`src/rtl/flpt_pkg.sv`:
```
package flpt_pkg;

	// store geometry
	localparam int TABLE_PAGES = 16;
	localparam int SLOTS       = 512;
	localparam int SLOT_W      = 9;
	localparam int PAGE_W      = $clog2(TABLE_PAGES);
	localparam int STORE_DEPTH = TABLE_PAGES * SLOTS;
	localparam int STORE_AW    = $clog2(STORE_DEPTH);
	localparam int NFP_W       = ($clog2(TABLE_PAGES + 1) > 5) ? $clog2(TABLE_PAGES + 1) : 5;

	// configuration port
	localparam int CFG_IDX_W  = 2;
	localparam int CFG_DATA_W = 12;
	localparam logic [CFG_IDX_W-1:0] CFG_ROOT      = 2'd0;
	localparam logic [CFG_IDX_W-1:0] CFG_FIRST     = 2'd1;
	localparam logic [CFG_IDX_W-1:0] CFG_FLAGS     = 2'd2;
	localparam logic [CFG_IDX_W-1:0] CFG_NO_EXEC   = 2'd3;

	// request types
	localparam logic [1:0] REQ_MAP    = 2'd0;
	localparam logic [1:0] REQ_LOOKUP = 2'd1;
	localparam logic [1:0] REQ_RAW    = 2'd2;

	// status codes
	localparam logic [1:0] ST_OK        = 2'd0;
	localparam logic [1:0] ST_INVALID   = 2'd1;
	localparam logic [1:0] ST_NOT_FOUND = 2'd2;
	localparam logic [1:0] ST_NO_PAGES  = 2'd3;

	// leaf sizes
	localparam logic [1:0] SZ_4K = 2'd0;
	localparam logic [1:0] SZ_2M = 2'd1;
	localparam logic [1:0] SZ_1G = 2'd2;

	// walk levels
	localparam logic [1:0] LVL_PML4 = 2'd0;
	localparam logic [1:0] LVL_PDPT = 2'd1;
	localparam logic [1:0] LVL_PD   = 2'd2;
	localparam logic [1:0] LVL_PT   = 2'd3;

	typedef struct packed {
		logic       load;
		logic       rd;
		logic       descend;
		logic       alloc;
		logic       zero;
		logic       link;
		logic       wr_leaf;
		logic       wr_raw;
		logic       sweep;
		logic       res_load;
		logic [1:0] res_status;
		logic [1:0] res_size;
		logic       res_pa;
	} flpt_cmd_t;

	typedef struct packed {
		logic [1:0] req_type;
		logic       misaligned;
		logic       raw_ok;
		logic       ent_p;
		logic       ent_ps;
		logic [1:0] level;
		logic       no_pages;
		logic       zero_last;
		logic       sweep_last;
		logic       res_free;
	} flpt_sts_t;

endpackage

```
`src/rtl/flpt_ctrl.sv`:
```
module flpt_ctrl (
	input  logic                clk,
	input  logic                arst_n,
	input  logic                in_valid,
	output logic                in_ready,
	input  flpt_pkg::flpt_sts_t sts,
	output flpt_pkg::flpt_cmd_t cmd
);
	import flpt_pkg::*;

	localparam logic [2:0] S_CLR  = 3'd0;
	localparam logic [2:0] S_IDLE = 3'd1;
	localparam logic [2:0] S_DISP = 3'd2;
	localparam logic [2:0] S_RD   = 3'd3;
	localparam logic [2:0] S_EVAL = 3'd4;
	localparam logic [2:0] S_ZERO = 3'd5;
	localparam logic [2:0] S_LINK = 3'd6;
	localparam logic [2:0] S_DONE = 3'd7;

	logic [2:0] state_q, state_d;
	logic [1:0] st_q, st_d;
	logic [1:0] sz_q, sz_d;
	logic       pa_q, pa_d;

	assign in_ready = state_q == S_IDLE;

	// next state and commands
	always_comb begin
		state_d = state_q;
		st_d    = st_q;
		sz_d    = sz_q;
		pa_d    = pa_q;
		cmd     = '0;
		case (state_q)
			S_CLR: begin
				cmd.sweep = 1'b1;
				if (sts.sweep_last) begin
					state_d = S_IDLE;
				end
			end
			S_IDLE: begin
				if (in_valid) begin
					cmd.load = 1'b1;
					state_d  = S_DISP;
				end
			end
			S_DISP: begin
				st_d    = ST_INVALID;
				sz_d    = SZ_4K;
				pa_d    = 1'b0;
				state_d = S_DONE;
				case (sts.req_type)
					REQ_MAP: begin
						if (!sts.misaligned) begin
							state_d = S_RD;
						end
					end
					REQ_LOOKUP: state_d = S_RD;
					REQ_RAW: begin
						if (sts.raw_ok) begin
							cmd.wr_raw = 1'b1;
							st_d       = ST_OK;
						end
					end
					default: ;
				endcase
			end
			S_RD: begin
				cmd.rd  = 1'b1;
				state_d = S_EVAL;
			end
			S_EVAL: begin
				state_d = S_DONE;
				if (sts.req_type == REQ_MAP) begin
					if (sts.level == LVL_PT) begin
						if (sts.ent_p) begin
							st_d = ST_INVALID;
						end else begin
							cmd.wr_leaf = 1'b1;
							st_d        = ST_OK;
						end
					end else if (sts.ent_p) begin
						if (sts.ent_ps) begin
							st_d = ST_INVALID;
						end else begin
							cmd.descend = 1'b1;
							state_d     = S_RD;
						end
					end else if (sts.no_pages) begin
						st_d = ST_NO_PAGES;
					end else begin
						cmd.alloc = 1'b1;
						state_d   = S_ZERO;
					end
				end else begin
					// lookup: top-level size bit reads as a pointer
					if (!sts.ent_p) begin
						st_d = ST_NOT_FOUND;
					end else if (sts.ent_ps && sts.level == LVL_PDPT) begin
						st_d = ST_OK;
						sz_d = SZ_1G;
						pa_d = 1'b1;
					end else if (sts.ent_ps && sts.level == LVL_PD) begin
						st_d = ST_OK;
						sz_d = SZ_2M;
						pa_d = 1'b1;
					end else if (sts.level == LVL_PT) begin
						st_d = ST_OK;
						sz_d = SZ_4K;
						pa_d = 1'b1;
					end else begin
						cmd.descend = 1'b1;
						state_d     = S_RD;
					end
				end
			end
			S_ZERO: begin
				cmd.zero = 1'b1;
				if (sts.zero_last) begin
					state_d = S_LINK;
				end
			end
			S_LINK: begin
				cmd.link = 1'b1;
				state_d  = S_RD;
			end
			S_DONE: begin
				if (sts.res_free) begin
					cmd.res_load   = 1'b1;
					cmd.res_status = st_q;
					cmd.res_size   = sz_q;
					cmd.res_pa     = pa_q;
					state_d        = S_IDLE;
				end
			end
			default: state_d = S_IDLE;
		endcase
	end

	// state register
	always_ff @(posedge clk or negedge arst_n) begin
		if (!arst_n) begin
			state_q <= S_CLR;
			st_q    <= ST_OK;
			sz_q    <= SZ_4K;
			pa_q    <= 1'b0;
		end else begin
			state_q <= state_d;
			st_q    <= st_d;
			sz_q    <= sz_d;
			pa_q    <= pa_d;
		end
	end

endmodule

```
`config.mk`:
```
export PLATFORM = sky130hd
export DESIGN_NAME = flpt_ctrl
export DESIGN_NICKNAME = d
export VERILOG_FILES = /design/src/rtl/flpt_pkg.sv /design/src/rtl/flpt_ctrl.sv
export SDC_FILE = /design/constraint.sdc
export NUM_CORES = 1
export LEC_CHECK = 0
export BUFFER_PORTS_ARGS = -buffer_cell sky130_fd_sc_hd__clkbuf_2
export CORE_MARGIN = 4
export CORE_UTILIZATION = 45
export CTS_CLUSTER_SIZE = 40
export DETAILED_ROUTE_END_ITERATION = 16
export GPL_TIMING_DRIVEN = 0
export PLACE_DENSITY = 0.88
export REMOVE_ABC_BUFFERS = 1
export SLEW_MARGIN = 25
export SYNTH_ARGS = -nofsm -noshare
export SYNTH_HDL_FRONTEND = slang
export SYNTH_SLANG_ARGS = --single-unit
```
`constraint.sdc`:
```
create_clock -name clk -period 1.6 [get_ports clk]
set_input_delay 0.32 -clock clk [delete_from_list [all_inputs] [get_ports clk]]
set_output_delay 0.32 -clock clk [all_outputs]
set_load 0.03 [all_outputs]
```
======== Word level (Yosys, flattened, before mapping) ========
Cells that the tools add are included.
word-level totals
  memory bits (read-only) ................. 0
  bits in writable memories ............... 0
  bits in registers ....................... 8
  logic and storage cells ................. 101
  latch bits .............................. 0
  memories kept ........................... 0
  output and inout port bits .............. 16
operators by class
  reduce and logical (&&, ||, !) cells .... 8
  multipliers ............................. 0
  divide/modulo/power cells ............... 0
  $lt $le $gt $ge ......................... 0
  shift operators ......................... 0
  $add $sub $neg .......................... 0
  bitwise gates (word level) .............. 0
  equality and inequality tests ........... 22
  multiplexer cells ....................... 67
operators with widths
  operator            number
  $mux 3              13
  $mux 2              17
  $mux 1              30
  $pmux 3 s8          1
  $eq 3x3->1 const B  4
  $mux 6              2
  $ne 2x2->1 const B  6
  $reduce_and 4->1    3
  $ne 5x5->1 const B  2
  $pmux 2 s2          2
  $eq 2x2->1 const B  3
  $eq 3x2->1 const B  2
  $ne 6x6->1 const B  1
  $pmux 3 s2          1
  $eq 2x1->1 const B  2
  $ne 4x4->1 const B  1
  $eq 3x1->1 const B  1
  $logic_not 3->1     1
  $logic_and 1x1->1   2
  $logic_not 2->1     1
  $pmux 1 s2          1
  $reduce_bool 2->1   1

======== Logic depth before layout (Yosys ltp) ========
  depth after elaboration ................. 7
  mapped depth ............................ 5
  gate-level depth less buffers ........... 4

======== Least setup slack after synthesis ========
Ideal clock, no wire load.
  kind .................................... flip-flop to output port
  start ................................... reg state_q[0]
  end ..................................... out cmd[8] (netlist bit)
  data arrival time ....................... 1.874 ns
  required time ........................... 1.280 ns
  setup slack ............................. -0.594 ns
  stages on the path, launching flop included .. 4
  path through ............................ dfrtp_1 or3b_1 buf_2 nor4_1
RTL lines
  what                    RTL line          RTL
  from (decl)             flpt_ctrl.sv:20   logic [2:0] state_q, state_d;
  from (signal assigned)  flpt_ctrl.sv:148  state_q <= state_d;
  to (decl)               flpt_ctrl.sv:7    output flpt_pkg::flpt_cmd_t cmd

==> flow_summary.yaml <==
timing:
  slew_headroom_pct: 68.7
  timing.hold.ws_ns: 0.346
  fin_crit_ns: 1.85
  period_share_pct: 116
  fin_ws_ns: -0.254
  worst_slew_pin_slew_ns: 0.466
  fin_setup_tns_ns: -1.60
  fin_skew_ns: 0.00737
  hold_viol: 0
  setup_viol: 15
  finalMaxSlewViolations: 0
  rsz0062_at_grt: "true"
  fmax_mhz: 539
min_path:
  hold_path_depth: 3
  hp-class: "input pin to register"
  min-delay-start: "sts[1]"
place:
  gp_congestion: 0.781
  placed_cells: 125
  placed_cell_area_um2: 813
  port_buffers: 30
  place_hpwl_um: 1400
detailed_routing:
  postRouteAntennaNets: 0
  drt_iter0_drc: 43
  routed_wl_um: 3240
  vias: 930
  wl_per_cell_um: 22.3
  dr.pass1.iters: 4
  vias_per_cell: 6.41
  drc: 0
yosys:
  yosys-top-cells-area: "dfrtp_1, and2_1, nand2_1"
  synth_edf_count: 0
  yosys.area.top_type: "dfrtp_1"
  ys.flop_type: "dfrtp_1"
  yosysWarnings: 0
  synth.yosys.seq_area_share_pct: 30.0
  yosysTopAreaCellShare_pct: 30.0
  avgSynthCellArea_um2: 7.95
  muxShareOfSynthArea_pct: 4.87
  synthSimpleGateAreaFrac_pct: 37.6
  synthXorXnorAreaFrac_pct: 0
  syn_area_um2: 668
  synth_adder_area_share_pct: 1.50
  synth_top_family_by_area: "simple AND/OR/NAND/NOR gates"
  synth_compound_area_share_pct: 19.1
  ys_ff_latch: 8
  synth_cell_types: 34
  synthCells: 84
  ys_async_sr_fraction_pct: 100
final_layout:
  synthToLayoutAreaGrowth_pct: 89.9
  layoutNonFillerInstCount: 145
  nets: 147
  fin_area_um2: 1270
  drive_gt1_share_pct: 60.8
  n_fill_cell: 40
  antenna_cells: 0
  multi_input_area_um2: 579
  seq_area_um2: 204
floorplanning:
  dieArea_um2: 2170
  io_pins: 31
  core_area_um2: 1350
  start_util_pct: 49.5
  rows: 13
  fp.dieH_um: 46.5
  die_width_um: 46.5
critical_path:
  r2r_start: "state_q[0]"
  crit_path_start_kind: "register"
  critPathMaxStageDelay_ns: 0.47
  setup.worst_path.start: "state_q[0]"
  worstSetupEndpointType: "output pin"
  worstPathRequired_ns: 1.28
  slowest_stage: "or3b_4"
  reg2regPathDepth: 6
  arrival_ns: 1.53
  cp_max_fo: 5
  worstSetupPathType: "register to output pin"
  worstPathCellList: "or3b_4 -> nor4_4 -> clkbuf_8"
global_route:
  overflow: 0
  grt_use_met3_pct: 8.59
  antenna_found_initial: 0
  use_met2_pct: 44.0
  grt_pass1_vias: 834
  grt-busiest-layer: "met2"
  grt_use_met1_pct: 28.3
  grt_start_max_net_pins: 12
  gr-usage-all-layers_pct: 24.8
  grt_pass1_wl_um: 3750
clocking:
  numCtsBuffers: 3
  cts_htree_levels: 1
  clock_latency_ns: 0.26
  clkTransAtPathRegs_ns: 0.06
  cts_buffer_depth: 2
  tritoncts: "yes"
  clock_tree.root_cell: "clkbuf_4"
  clock-sinks: 8
power_and_ir_drop:
  power_density_nw_per_um2: 1700
  p_leak_nw: 0.562
  vdd_ir_drop_max_uv: 1240
flow_run:
  cap_violations: 0
outcome:
  violations: "negative setup slack"
  outcome: "complete, but fails checks"
[where the power goes]
| part | internal (mW) | switching, mW |
|---|---|---|
| combinational | 0.795 | 0.861 |
| sequential | 0.284 | 0.0600 |
| clock | 0.0864 | 0.0773 |
[synthesized netlist by cell type, types with 3 or more instances]
library cell and n:
nand4_1 3, nor4_1 4, and2_1 6, nor3_1 5, inv_1 6, o21ai_0 4
nor2_1 6, dfrtp_1 8, a21oi_1 5, nand2_1 8
[sequential cells by signal, indices dropped and copies added (netlist names)]
| name | count |
|---|---|
| state_q | 3 |
| st_q | 2 |
| sz_q | 2 |
| pa_q | 1 |
[routing by layer]
| layer | part of all wire, % | routed length [um] |
|---|---|---|
| met5 | 0 | 0 |
| met4 | 5.6 | 180 |
| met3 | 8.5 | 275 |
| met2 | 50 | 1630 |
| met1 | 36 | 1160 |
[worst max-delay path: cells and delay by family (launching register included)]
family        cells  cell delay [ns]
flops             1             0.41
buf+inv           1             0.21
simple gates      2             0.65
[final cells by class]
| class | count | share of cell area, % |
|---|---|---|
| multi-input cells | 66 | 45.7 |
| repair buffers | 47 | 33.0 |
| clock buffers | 3 | 1.78 |
| inverters | 6 | 1.97 |
| well taps | 15 | 1.48 |
| flip-flops and latches | 8 | 16.1 |
[cell families after synthesis]
logic type,Yosys count
buffers and inverters,10
adder cells (fa/ha/maj),1
multiplexers,3
AO/OA/AOI/OAI,17
AND/OR/NAND/NOR,45
flip-flops,8
[cells in the final DEF, fill, tap and decap left out, drive strengths merged, types with 5 or more instances in the layout]
master / n
nand2: 8
and2: 6
dfrtp: 8
inv: 6
nor3: 5
a21oi: 7
clkbuf: 21
buf: 28
nor2: 6
[what timing repair did]
item / 4_1_cts / 5_1_grt
buffers inserted: 14 / 2
pin swaps: 7 / 2
hold buffers: 1 / 0
hold endpoints to repair: 8 / 0
setup endpoints to repair: 17 / 18
gates resized for setup: 53 / 33
[metrics by stage]
stage                     utilization, %  power, mW  setup WS [ns]
final                               94.0       2.16         -0.254
after floorplan                        -      0.891         -0.688
after CTS                           85.9       1.84         -0.198
after detailed placement            60.2       1.10         -0.376
after global routing                94.0       2.26         -0.324
after global placement              60.2       1.06         -0.298
[worst paths after layout]
path,endpoint,slack [ns]
worst max-delay path,cmd[8],-0.25
worst min-delay path,state_q[0],0.35
worst max register to register,st_q[0],-0.12
worst min register to register,st_q[1],0.53
max in group asynchronous,state_q[1],0.94
min in group asynchronous,pa_q,0.46
Power figures use the tool's default switching activity.
